$ cat src/sv/ffra_pkg.sv
// Package of the first-fit run allocator: sizes, codes, beat types and helpers.
package ffra_pkg;

  localparam int unsigned POOL_SIZE = 65536;
  localparam int unsigned MAX_SLICE = 1024;
  localparam int unsigned MAX_RUNS  = 64;

  localparam int unsigned START_W = 16;
  localparam int unsigned LEN_W   = 17;
  localparam int unsigned ENTRY_W = START_W + LEN_W;
  localparam int unsigned IDX_W   = $clog2(MAX_RUNS);
  localparam int unsigned CNT_W   = $clog2(MAX_RUNS + 1);

  localparam logic [LEN_W-1:0] LEN_MAX   = {LEN_W{1'b1}};
  localparam logic [LEN_W-1:0] POOL_LEN  = LEN_W'(POOL_SIZE);
  localparam logic [LEN_W-1:0] SLICE_LIM = LEN_W'(MAX_SLICE);
  localparam logic [CNT_W-1:0] RUNS_LIM  = CNT_W'(MAX_RUNS);

  localparam int unsigned ADDR_W    = 3;
  localparam int unsigned REG_IDX_W = 1;
  localparam logic [REG_IDX_W-1:0] REG_POOL_READY = 1'b0;

  typedef enum logic {
    CMD_ACQUIRE,
    CMD_RELEASE
  } cmd_e;

  typedef enum logic [1:0] {
    ST_OK,
    ST_FAIL,
    ST_FULL,
    ST_EMPTY
  } status_e;

  typedef struct packed {
    cmd_e               cmd;
    logic [LEN_W-1:0]   slice_count;
    logic [START_W-1:0] slice_offset;
  } ffra_in_t;

  typedef struct packed {
    status_e            status;
    logic [START_W-1:0] granted_offset;
    logic [LEN_W-1:0]   granted_count;
    logic [LEN_W-1:0]   high_water;
  } ffra_out_t;

  typedef struct packed {
    logic [START_W-1:0] start;
    logic [LEN_W-1:0]   length;
  } run_t;

  function automatic logic [LEN_W-1:0] sat_len(input logic [LEN_W+1:0] v);
    return (v > (LEN_W+2)'(LEN_MAX)) ? LEN_MAX : v[LEN_W-1:0];
  endfunction

endpackage

$ cat src/sv/first_fit_run_allocator.sv
// Top level of the first-fit run allocator: sequencer around the free-run table RAM.
//
//   channel  direction  handshake                 beat
//   in       in         in_valid_i / in_ready_o   ffra_in_t command
//   out      out        out_valid_o / out_ready_i ffra_out_t result
//   cfg      in         APB psel/penable/pready   pool_ready register
//
// One command is worked on at a time; the free-run table is scanned one entry per
// cycle through the single RAM read port, and removals or insertions move one entry
// per cycle. After reset the table holds the single full-pool run with no clearing
// pass. A result waiting on the output does not block the next command until it
// finishes.
module first_fit_run_allocator (
  input  logic                             clk_i,
  input  logic                             rst_ni,
  input  logic                             in_valid_i,
  output logic                             in_ready_o,
  input  ffra_pkg::ffra_in_t               in_data_i,
  output logic                             out_valid_o,
  input  logic                             out_ready_i,
  output ffra_pkg::ffra_out_t              out_data_o,
  input  logic                             psel,
  input  logic                             penable,
  input  logic                             pwrite,
  input  logic [ffra_pkg::ADDR_W-1:0]      paddr,
  input  logic [31:0]                      pwdata,
  output logic [31:0]                      prdata,
  output logic                             pready
);
  import ffra_pkg::*;

  localparam logic [2:0] S_IDLE = 3'd0;
  localparam logic [2:0] S_SCAN = 3'd1;
  localparam logic [2:0] S_AUPD = 3'd2;
  localparam logic [2:0] S_RDEC = 3'd3;
  localparam logic [2:0] S_DROP = 3'd4;
  localparam logic [2:0] S_INS  = 3'd5;
  localparam logic [2:0] S_DONE = 3'd6;

  logic [2:0]         state_q, state_d;
  logic [CNT_W-1:0]   total_q, total_d;
  logic [LEN_W-1:0]   high_q, high_d;
  logic               init_q, init_d;
  logic               pool_ready_q, pool_ready_d;
  logic               out_valid_q, out_valid_d;
  logic               rdv_q, rdv_d;
  logic [CNT_W-1:0]   idx_q, idx_d;

  cmd_e               cmd_q, cmd_d;
  logic [LEN_W-1:0]   cnt_q, cnt_d;
  logic [START_W-1:0] off_q, off_d;
  logic [LEN_W-1:0]   want_q, want_d;
  logic [IDX_W-1:0]   rda_q, rda_d;
  logic               rdi_q, rdi_d;
  run_t               prev_q, prev_d;
  logic               prev_ok_q, prev_ok_d;
  run_t               nxt_q, nxt_d;
  logic               nxt_ok_q, nxt_ok_d;
  logic [CNT_W-1:0]   pos_q, pos_d;
  status_e            stat_q, stat_d;
  logic [START_W-1:0] goff_q, goff_d;
  logic [LEN_W-1:0]   gcnt_q, gcnt_d;
  ffra_out_t          out_q, out_d;

  logic               rd_en;
  logic [IDX_W-1:0]   rd_addr;
  logic               wr_en;
  logic [IDX_W-1:0]   wr_addr;
  run_t               wr_data;
  logic [ENTRY_W-1:0] ram_rdata;
  run_t               rdata;

  logic [LEN_W-1:0]   hm_sum;
  logic [LEN_W:0]     jn_sum;
  logic [LEN_W:0]     jp_sum;
  logic [LEN_W+1:0]   both_sum;
  logic [LEN_W+1:0]   prev_sum;
  logic [LEN_W+1:0]   next_sum;
  logic               join_prev;
  logic               join_next;
  logic [CNT_W-1:0]   pos_m1;
  logic [CNT_W-1:0]   idx_p1;
  logic [CNT_W-1:0]   idx_m1;
  logic               scan_go;
  logic               drop_go;
  logic               ins_go;
  logic               cfg_wr;
  logic [LEN_W-1:0]   in_want;

  ffra_ram #(
    .WIDTH (ENTRY_W),
    .DEPTH (MAX_RUNS)
  ) u_ram (
    .clk_i     (clk_i),
    .wr_en_i   (wr_en),
    .wr_addr_i (wr_addr),
    .wr_data_i (wr_data),
    .rd_en_i   (rd_en),
    .rd_addr_i (rd_addr),
    .rd_data_o (ram_rdata)
  );

  // Entry zero reads as the full-pool run until it is first written.
  assign rdata = rdi_q ? run_t'({{START_W{1'b0}}, POOL_LEN}) : run_t'(ram_rdata);

  assign hm_sum    = LEN_W'(nxt_q.start) + want_q;
  assign jn_sum    = (LEN_W+1)'(off_q) + (LEN_W+1)'(cnt_q);
  assign jp_sum    = (LEN_W+1)'(prev_q.start) + (LEN_W+1)'(prev_q.length);
  assign both_sum  = (LEN_W+2)'(prev_q.length) + (LEN_W+2)'(cnt_q) + (LEN_W+2)'(nxt_q.length);
  assign prev_sum  = (LEN_W+2)'(prev_q.length) + (LEN_W+2)'(cnt_q);
  assign next_sum  = (LEN_W+2)'(nxt_q.length) + (LEN_W+2)'(cnt_q);
  assign join_next = nxt_ok_q && (jn_sum == (LEN_W+1)'(nxt_q.start));
  assign join_prev = prev_ok_q && (jp_sum == (LEN_W+1)'(off_q));
  assign pos_m1    = pos_q - CNT_W'(1);
  assign idx_p1    = idx_q + CNT_W'(1);
  assign idx_m1    = idx_q - CNT_W'(1);
  assign scan_go   = idx_q < total_q;
  assign drop_go   = idx_p1 < total_q;
  assign ins_go    = idx_q > pos_q;
  assign in_want   = (in_data_i.slice_count < SLICE_LIM) ? in_data_i.slice_count : SLICE_LIM;

  assign cfg_wr = psel && penable && pwrite && (paddr[ADDR_W-1 -: REG_IDX_W] == REG_POOL_READY);

  assign pready      = 1'b1;
  assign prdata      = (paddr[ADDR_W-1 -: REG_IDX_W] == REG_POOL_READY) ?
                       {31'b0, pool_ready_q} : 32'b0;
  assign in_ready_o  = (state_q == S_IDLE);
  assign out_valid_o = out_valid_q;
  assign out_data_o  = out_q;

  always_comb begin
    state_d      = state_q;
    total_d      = total_q;
    high_d       = high_q;
    init_d       = init_q;
    pool_ready_d = pool_ready_q;
    out_valid_d  = out_valid_q;
    idx_d        = idx_q;
    cmd_d        = cmd_q;
    cnt_d        = cnt_q;
    off_d        = off_q;
    want_d       = want_q;
    prev_d       = prev_q;
    prev_ok_d    = prev_ok_q;
    nxt_d        = nxt_q;
    nxt_ok_d     = nxt_ok_q;
    pos_d        = pos_q;
    stat_d       = stat_q;
    goff_d       = goff_q;
    gcnt_d       = gcnt_q;
    out_d        = out_q;
    rd_en        = 1'b0;
    rd_addr      = idx_q[IDX_W-1:0];
    wr_en        = 1'b0;
    wr_addr      = '0;
    wr_data      = '0;

    if (cfg_wr) begin
      pool_ready_d = pwdata[0];
    end
    if (out_valid_q && out_ready_i) begin
      out_valid_d = 1'b0;
    end

    unique case (state_q)
      S_IDLE: begin
        if (in_valid_i) begin
          cmd_d     = in_data_i.cmd;
          cnt_d     = in_data_i.slice_count;
          off_d     = in_data_i.slice_offset;
          want_d    = in_want;
          idx_d     = '0;
          prev_ok_d = 1'b0;
          nxt_ok_d  = 1'b0;
          stat_d    = ST_OK;
          goff_d    = '0;
          gcnt_d    = '0;
          state_d   = S_SCAN;
          if (in_data_i.cmd == CMD_ACQUIRE) begin
            if (!pool_ready_q || (in_data_i.slice_count == '0)) begin
              stat_d  = ST_FAIL;
              state_d = S_DONE;
            end
          end else if (in_data_i.slice_count == '0) begin
            stat_d  = ST_EMPTY;
            state_d = S_DONE;
          end
        end
      end
      S_SCAN: begin
        if (scan_go) begin
          rd_en = 1'b1;
          idx_d = idx_p1;
        end
        if (cmd_q == CMD_ACQUIRE) begin
          if (rdv_q && (rdata.length >= want_q)) begin
            nxt_d   = rdata;
            pos_d   = CNT_W'(rda_q);
            state_d = S_AUPD;
          end else if (!scan_go && !rdv_q) begin
            stat_d  = ST_FAIL;
            state_d = S_DONE;
          end
        end else begin
          if (rdv_q && (rdata.start >= off_q)) begin
            nxt_d    = rdata;
            nxt_ok_d = 1'b1;
            pos_d    = CNT_W'(rda_q);
            state_d  = S_RDEC;
          end else begin
            if (rdv_q) begin
              prev_d    = rdata;
              prev_ok_d = 1'b1;
            end
            if (!scan_go && !rdv_q) begin
              pos_d   = total_q;
              state_d = S_RDEC;
            end
          end
        end
      end
      S_AUPD: begin
        goff_d = nxt_q.start;
        gcnt_d = want_q;
        if (hm_sum > high_q) begin
          high_d = hm_sum;
        end
        if (nxt_q.length == want_q) begin
          idx_d   = pos_q;
          state_d = S_DROP;
        end else begin
          wr_en          = 1'b1;
          wr_addr        = pos_q[IDX_W-1:0];
          wr_data.start  = nxt_q.start + want_q[START_W-1:0];
          wr_data.length = nxt_q.length - want_q;
          state_d        = S_DONE;
        end
      end
      S_RDEC: begin
        if (join_prev && join_next) begin
          wr_en          = 1'b1;
          wr_addr        = pos_m1[IDX_W-1:0];
          wr_data.start  = prev_q.start;
          wr_data.length = sat_len(both_sum);
          idx_d          = pos_q;
          state_d        = S_DROP;
        end else if (join_prev) begin
          wr_en          = 1'b1;
          wr_addr        = pos_m1[IDX_W-1:0];
          wr_data.start  = prev_q.start;
          wr_data.length = sat_len(prev_sum);
          state_d        = S_DONE;
        end else if (join_next) begin
          wr_en          = 1'b1;
          wr_addr        = pos_q[IDX_W-1:0];
          wr_data.start  = off_q;
          wr_data.length = sat_len(next_sum);
          state_d        = S_DONE;
        end else if (total_q >= RUNS_LIM) begin
          stat_d  = ST_FULL;
          state_d = S_DONE;
        end else begin
          idx_d   = total_q;
          state_d = S_INS;
        end
      end
      S_DROP: begin
        if (drop_go) begin
          rd_en   = 1'b1;
          rd_addr = idx_p1[IDX_W-1:0];
          idx_d   = idx_p1;
        end
        if (rdv_q) begin
          wr_en   = 1'b1;
          wr_addr = rda_q - IDX_W'(1);
          wr_data = rdata;
        end
        if (!drop_go && !rdv_q) begin
          total_d = total_q - CNT_W'(1);
          state_d = S_DONE;
        end
      end
      S_INS: begin
        if (ins_go) begin
          rd_en   = 1'b1;
          rd_addr = idx_m1[IDX_W-1:0];
          idx_d   = idx_m1;
        end
        if (rdv_q) begin
          wr_en   = 1'b1;
          wr_addr = rda_q + IDX_W'(1);
          wr_data = rdata;
        end
        if (!ins_go && !rdv_q) begin
          wr_en          = 1'b1;
          wr_addr        = pos_q[IDX_W-1:0];
          wr_data.start  = off_q;
          wr_data.length = cnt_q;
          total_d        = total_q + CNT_W'(1);
          state_d        = S_DONE;
        end
      end
      S_DONE: begin
        if (!out_valid_q || out_ready_i) begin
          out_d.status         = stat_q;
          out_d.granted_offset = goff_q;
          out_d.granted_count  = gcnt_q;
          out_d.high_water     = high_q;
          out_valid_d          = 1'b1;
          state_d              = S_IDLE;
        end
      end
      default: begin
        state_d = S_IDLE;
      end
    endcase

    if (wr_en && (wr_addr == '0)) begin
      init_d = 1'b0;
    end
  end

  assign rdv_d = rd_en;
  assign rda_d = rd_addr;
  assign rdi_d = init_q && (rd_addr == '0);

  always_ff @(posedge clk_i or negedge rst_ni) begin
    if (!rst_ni) begin
      state_q      <= S_IDLE;
      total_q      <= CNT_W'(1);
      high_q       <= '0;
      init_q       <= 1'b1;
      pool_ready_q <= 1'b1;
      out_valid_q  <= 1'b0;
      rdv_q        <= 1'b0;
      idx_q        <= '0;
    end else begin
      state_q      <= state_d;
      total_q      <= total_d;
      high_q       <= high_d;
      init_q       <= init_d;
      pool_ready_q <= pool_ready_d;
      out_valid_q  <= out_valid_d;
      rdv_q        <= rdv_d;
      idx_q        <= idx_d;
    end
  end

  always_ff @(posedge clk_i) begin
    cmd_q     <= cmd_d;
    cnt_q     <= cnt_d;
    off_q     <= off_d;
    want_q    <= want_d;
    rda_q     <= rda_d;
    rdi_q     <= rdi_d;
    prev_q    <= prev_d;
    prev_ok_q <= prev_ok_d;
    nxt_q     <= nxt_d;
    nxt_ok_q  <= nxt_ok_d;
    pos_q     <= pos_d;
    stat_q    <= stat_d;
    goff_q    <= goff_d;
    gcnt_q    <= gcnt_d;
    out_q     <= out_d;
  end

endmodule

$ cat src/sv/ffra_ram.sv
// Generic single-write, single-read RAM with a registered read port.
module ffra_ram #(
  parameter int unsigned WIDTH = 8,
  parameter int unsigned DEPTH = 16,
  localparam int unsigned AW = (DEPTH > 1) ? $clog2(DEPTH) : 1
) (
  input  logic             clk_i,
  input  logic             wr_en_i,
  input  logic [AW-1:0]    wr_addr_i,
  input  logic [WIDTH-1:0] wr_data_i,
  input  logic             rd_en_i,
  input  logic [AW-1:0]    rd_addr_i,
  output logic [WIDTH-1:0] rd_data_o
);

  logic [WIDTH-1:0] mem_q [DEPTH];
  logic [WIDTH-1:0] rd_data_q;

  always_ff @(posedge clk_i) begin
    if (wr_en_i) begin
      mem_q[wr_addr_i] <= wr_data_i;
    end
    if (rd_en_i) begin
      rd_data_q <= mem_q[rd_addr_i];
    end
  end

  assign rd_data_o = rd_data_q;

endmodule

$ cat config.mk
export PLATFORM = sky130hd
export DESIGN_NAME = first_fit_run_allocator
export DESIGN_NICKNAME = d
export VERILOG_FILES = /design/src/sv/ffra_pkg.sv /design/src/sv/first_fit_run_allocator.sv /design/src/sv/ffra_ram.sv
export SDC_FILE = /design/constraint.sdc
export NUM_CORES = 2
export LEC_CHECK = 0
export ABC_CLOCK_PERIOD_IN_PS = 19400
export BUFFER_PORTS_ARGS = -buffer_cell sky130_fd_sc_hd__clkbuf_2
export CAP_MARGIN = 20
export CORE_ASPECT_RATIO = 0.9
export CORE_MARGIN = 10
export CORE_UTILIZATION = 46
export CTS_CLUSTER_SIZE = 12
export DETAILED_ROUTE_END_ITERATION = 10
export HOLD_SLACK_MARGIN = 0.1
export PLACE_DENSITY = 0.62
export SYNTH_ARGS = -nofsm -noshare
export SYNTH_HDL_FRONTEND = slang
export SYNTH_HIERARCHICAL = 1
export SYNTH_SLANG_ARGS = --single-unit
export TNS_END_PERCENT = 30
$ cat constraint.sdc
create_clock -name clk_i -period 19.4 [get_ports clk_i]
set_input_delay 0.97 -clock clk_i [delete_from_list [all_inputs] [get_ports clk_i]]
set_output_delay 0.97 -clock clk_i [all_outputs]
set_load 0.02 [all_outputs]
==> impl_results.md <==
* Number of DRC markers after the initial detailed-route iteration at just over 7,000
* Number of buffers inserted by hold repair at cts at 0
* Internal Pwr Total at ~10 mW
* Number of failing hold endpoints at the final stage at 0
* Result of the run: complete, no violations
* Post-synthesis instance area at between 100,000 and 150,000 um2
* Number of placement rows at about 160
* Count of buffers inserted at the top-level ports at 97
* Clock network fraction of total power at about a quarter
* Global router's overall resource usage at a little under a quarter
* Kind of start point of the critical path: flop
* Fraction of the mapped netlist area in compound gates at about 5.6%
* Core outline area at approximately 220,000 um2
* Synth warnings at 6
* Layout-stage area growth over the synthesis result at 11.8%
* FILL cells at around 17,000
* Via count at about 55,000
* Share of synthesized registers carrying an async set or reset at 1.58%
* Num ports at about 160
* Largest incremental delay on the critical path at just over 0.8 ns
* Count of buffer and inverter cells on the critical path at 4
* Maximum root-to-sink buffer count at 3
* Setup slack of the critical path after layout at 10.87 ns
* Width of the die at slightly above 500 um
* Highest achievable clock rate at approximately 120 MHz
* Number of buffers added by the clock tree synthesis step at about 240
* Mean routed wirelength per cell at around 31 um
* Setup slack at placement at 10.85 ns
* Post-cts sizing count at 0
* Worst clock skew on the final layout at a little over 0.09 ns
* Routed WL at 275,000 um
* Setup TNS at 0 ns
* Synth area leaders: edfxtp_1, mux4_2, ha_1, mux2i_1, dfrtp_1
* Final worst-path cycle share at 44.0%
* Share of cells above drive strength 1 at 20.3%
* Max-slew violation total from the final report at 0
* CP cell instances: inv_1 -> ha_1 -> ha_1 -> a21boi_0 -> o21a_1 -> o21a_1 -> o21ai_0 -> a21oi_1 -> nor4_1 -> o21ai_0 -> o21ai_4 -> buf_12 -> buf_4 -> buf_4 -> mux4_2 -> nor2b_1 -> a211oi_1 -> o22ai_1 -> and3_1
* Most common flop cell mapped by yosys: edfxtp_1
* TritonCTS clock tree: built
* Adder and majority cell fraction of the synthesized area at approximately 2.6%
* Transition at the pin with the smallest max-transition slack at ~1.2 ns
* Initial antenna violation count at 21
* Crit path time final at between 8 and 9 ns
* Total instance count after detailed placement at 8,460
* Delay-heaviest family, CP: compound AO/OA/AOI/OAI gates
* Sequential cell area fraction in the yosys report at 71.3%
* Switching pwr at roughly 5.6 mW
* Power density of the placed cells at roughly 140 nW/um2
* Worst path arrival time at 9.14 ns
* Number of global-route vias before repair at approximately 54,000
* Standard cell area after detailed placement at about 110,000 um2
* Final setup vio count at 0
* Clock-pin slew reported for the worst setup and hold paths after clock tree synthesis at 0.07 ns
* H-tree levels at 4
* Number of distinct library cells after synthesis at 94
* Clock Sink Count at roughly 2,400
* Total congestion overflow at 0
* Maximum number of pins on one net before global-route repair at roughly 110
* Power Total at approximately 16 mW
* Root buffer cell: clkbuf_16
* Detailed placer's ending HPWL at roughly 170,000 um
* Wire length of the first global-routing pass at 394,000 um
* RePlAce Congestion at 0.909
* Mux share of post-synthesis cell area at 12.2%
* Insertion delay to the later sink of the worst-skew pair at ~0.9 ns
* Leakage power at between 30 and 40 nW
* Reg power frac at 40.6%
* CP Class: reg -> reg
* Basic-gate share of the synthesized area counting and, or, nand and nor cells at just over 5%
* Number of synthesized register bits at 2,403
* Total Nets Final at ~6,000
* Gate Count Post-Synth at about 5,600
* Non-filler instance count after layout at 8,848
* Effective utilization at floorplan at between 40% and 50%
* Area enclosed by the die boundary at 238,000 um2
* Crit end category: flop
* Power share of the combinational group at between 30% and 40%
* Tightest hold margin at 0.208 ns
* Data required time at the worst endpoint at around 20 ns
* Post-synth EDFFs at 2,358
* Share of Yosys cell area claimed by the top area cell type at a little over two thirds
* Largest vdd supply drop at 0.164 mV
* Slowest cell on the critical path: buf_4
* Post-synthesis xor/xnor area fraction at between 1 and 1.5%
* Post-route antenna net violation count at 0
* Layout Utilization at between 50% and 60%
* Largest family of logic cells by synthesized area: multiplexers
* Net switching share of the total power at about 35%
* Drt pass-1 iters at 8
* Worst-case headroom to the max-slew limit at between 10% and 20%
* Post-detailed-route DRC marker count at 0
* Largest fanout on the critical path at 97
* Overall die height at roughly 460 um
* Setup fix buffers added after clock tree synthesis at 0
* Hold WC Path Type: in -> async
* Ratio of routed vias to standard cells at between 6 and 7
* Final instance area at 113,000 um2
* Synth area leader: edfxtp_1
* Count of maximum capacitance violations at 0
* Unrepaired setup endpoints after global routing: false
* Synthesized area per cell at around 18 um2
[state kept, by name (all words and copies together) (netlist names), 2 cells and up]
signal	flops
pos_q	7
off_q	16
state_q	3
high_q	17
cnt_q	17
nxt_q	33
u_ram/rd_data_o	33
total_q	7
out_data_o	52
prev_q	33
goff_q	16
stat_q	2
want_q	17
u_ram/mem_q	2112
gcnt_q	17
rda_q	6
idx_q	7
[kinds of logic after synthesis]
group                    after synthesis
AO/OA/AOI/OAI                        808
XOR/XNOR                             129
adder cells (fa/ha/maj)              208
buffers and inverters                429
flip-flops                          2403
multiplexers                         620
other                                  2
AND/OR/NAND/NOR                      999
[placed cells by master (no fill, tap or decap), types with 32 or more instances in the layout]
| cell type | count |
|---|---|
| nand2b_1 | 32 |
| inv_1 | 111 |
| buf_4 | 168 |
| clkbuf_16 | 236 |
| o22ai_1 | 69 |
| dfrtp_1 | 35 |
| clkbuf_2 | 97 |
| nand3_1 | 109 |
| nand4_1 | 85 |
| ha_1 | 200 |
| a22oi_1 | 79 |
| edfxtp_1 | 2358 |
| xor2_1 | 46 |
| nand2_1 | 222 |
| and3_1 | 57 |
| o21a_1 | 33 |
| o21ai_0 | 115 |
| mux2i_1 | 114 |
| conb_1 | 38 |
| mux4_2 | 484 |
| xnor2_1 | 82 |
| nor2_1 | 129 |
| nor3_1 | 50 |
| nor2b_1 | 95 |
| a211oi_1 | 47 |
| a21o_1 | 51 |
| nor2_4 | 68 |
| a21oi_1 | 112 |
| o221ai_1 | 56 |
| clkbuf_1 | 63 |
[metal layers]
| layer | routed length [um] | track usage (%) | vias to the layer above |
|---|---|---|---|
| li1 | - | - | 23300 |
| met1 | 117000 | 33.5 | 29000 |
| met2 | 123000 | 33.8 | 2663 |
| met3 | 26100 | 4.76 | 376 |
| met4 | 8270 | 6.53 | 4 |
| met5 | 27 | 0 | - |
[worst reg2reg max path: stages (launching register included)]
cell	delay, ns
dfrtp_1	0.65
inv_1	0.23
ha_1	0.43
ha_1	0.29
a21boi_0	0.13
o21a_1	0.19
o21a_1	0.17
o21ai_0	0.20
a21oi_1	0.13
nor4_1	0.31
o21ai_0	0.37
o21ai_4	0.36
buf_12	0.60
buf_4	1.02
buf_4	0.93
mux4_2	0.64
nor2b_1	0.14
a211oi_1	0.65
o22ai_1	0.52
and3_1	0.36
[cell usage after synthesis, types with 32 or more instances]
| master | number |
|---|---|
| xor2_1 | 46 |
| mux4_2 | 484 |
| nor2b_1 | 100 |
| o21a_1 | 33 |
| o21ai_0 | 116 |
| inv_1 | 113 |
| nand3_1 | 109 |
| dfrtp_1 | 35 |
| a22oi_1 | 79 |
| ha_1 | 200 |
| o221ai_1 | 56 |
| clkbuf_1 | 174 |
| and3_1 | 57 |
| nor2_1 | 200 |
| nor3_1 | 50 |
| a21oi_1 | 134 |
| mux2i_1 | 114 |
| buf_2 | 63 |
| buf_4 | 43 |
| o22ai_1 | 70 |
| nand4_1 | 85 |
| a21o_1 | 51 |
| nand2b_1 | 32 |
| edfxtp_1 | 2358 |
| xnor2_1 | 82 |
| nand2_1 | 224 |
| a211oi_1 | 50 |
[power groups by stage]
stage               clock network [mW]  logic [mW]  registers [mW]
floorplan                            0        3.35            6.58
global placement                     0        5.25            6.62
detailed placement                   0        5.30            6.63
CTS                               4.27        5.32            6.52
global route                      4.48        5.68            6.53
finish                            4.19        5.34            6.52
[cell type report]
| type | count | area [um2] | share of cell area (%) |
|---|---|---|---|
| diodes | 19 | 47.5 | 0.0422 |
| clock inverters | 64 | 714 | 0.634 |
| well taps | 2870 | 3590 | 3.19 |
| inverters | 115 | 432 | 0.383 |
| repair buffers | 273 | 1890 | 1.67 |
| clock buffers | 302 | 6180 | 5.48 |
| multi-input cells | 2802 | 28000 | 24.8 |
| flip-flops and latches | 2403 | 71900 | 63.8 |
[worst paths after layout]
kind | start | end | slack, ns | depth (start not counted)
hold / removal | rst_ni | total_q[4]$_DFFE_PN0P_ | 0.21 | 2
hold reg to reg | gcnt_q[10]$_SDFFCE_PN0P_ | out_data_o[27]$_DFFE_PP_ | 0.42 | 0
max in group asynchronous | rst_ni | high_q[10]$_DFFE_PN0P_ | 18.73 | 2
setup / recovery | idx_q[0]$_DFFE_PN0P_ | u_ram/rd_data_o[11]$_DFFE_PP_ | 10.87 | 19
min in group clk_i | in_data_i[15] | off_q[15]$_DFFE_PP_ | 0.29 | 1
setup reg to reg | idx_q[0]$_DFFE_PN0P_ | u_ram/rd_data_o[11]$_DFFE_PP_ | 10.87 | 19
No activity file was read; power rests on OpenSTA's default activity.
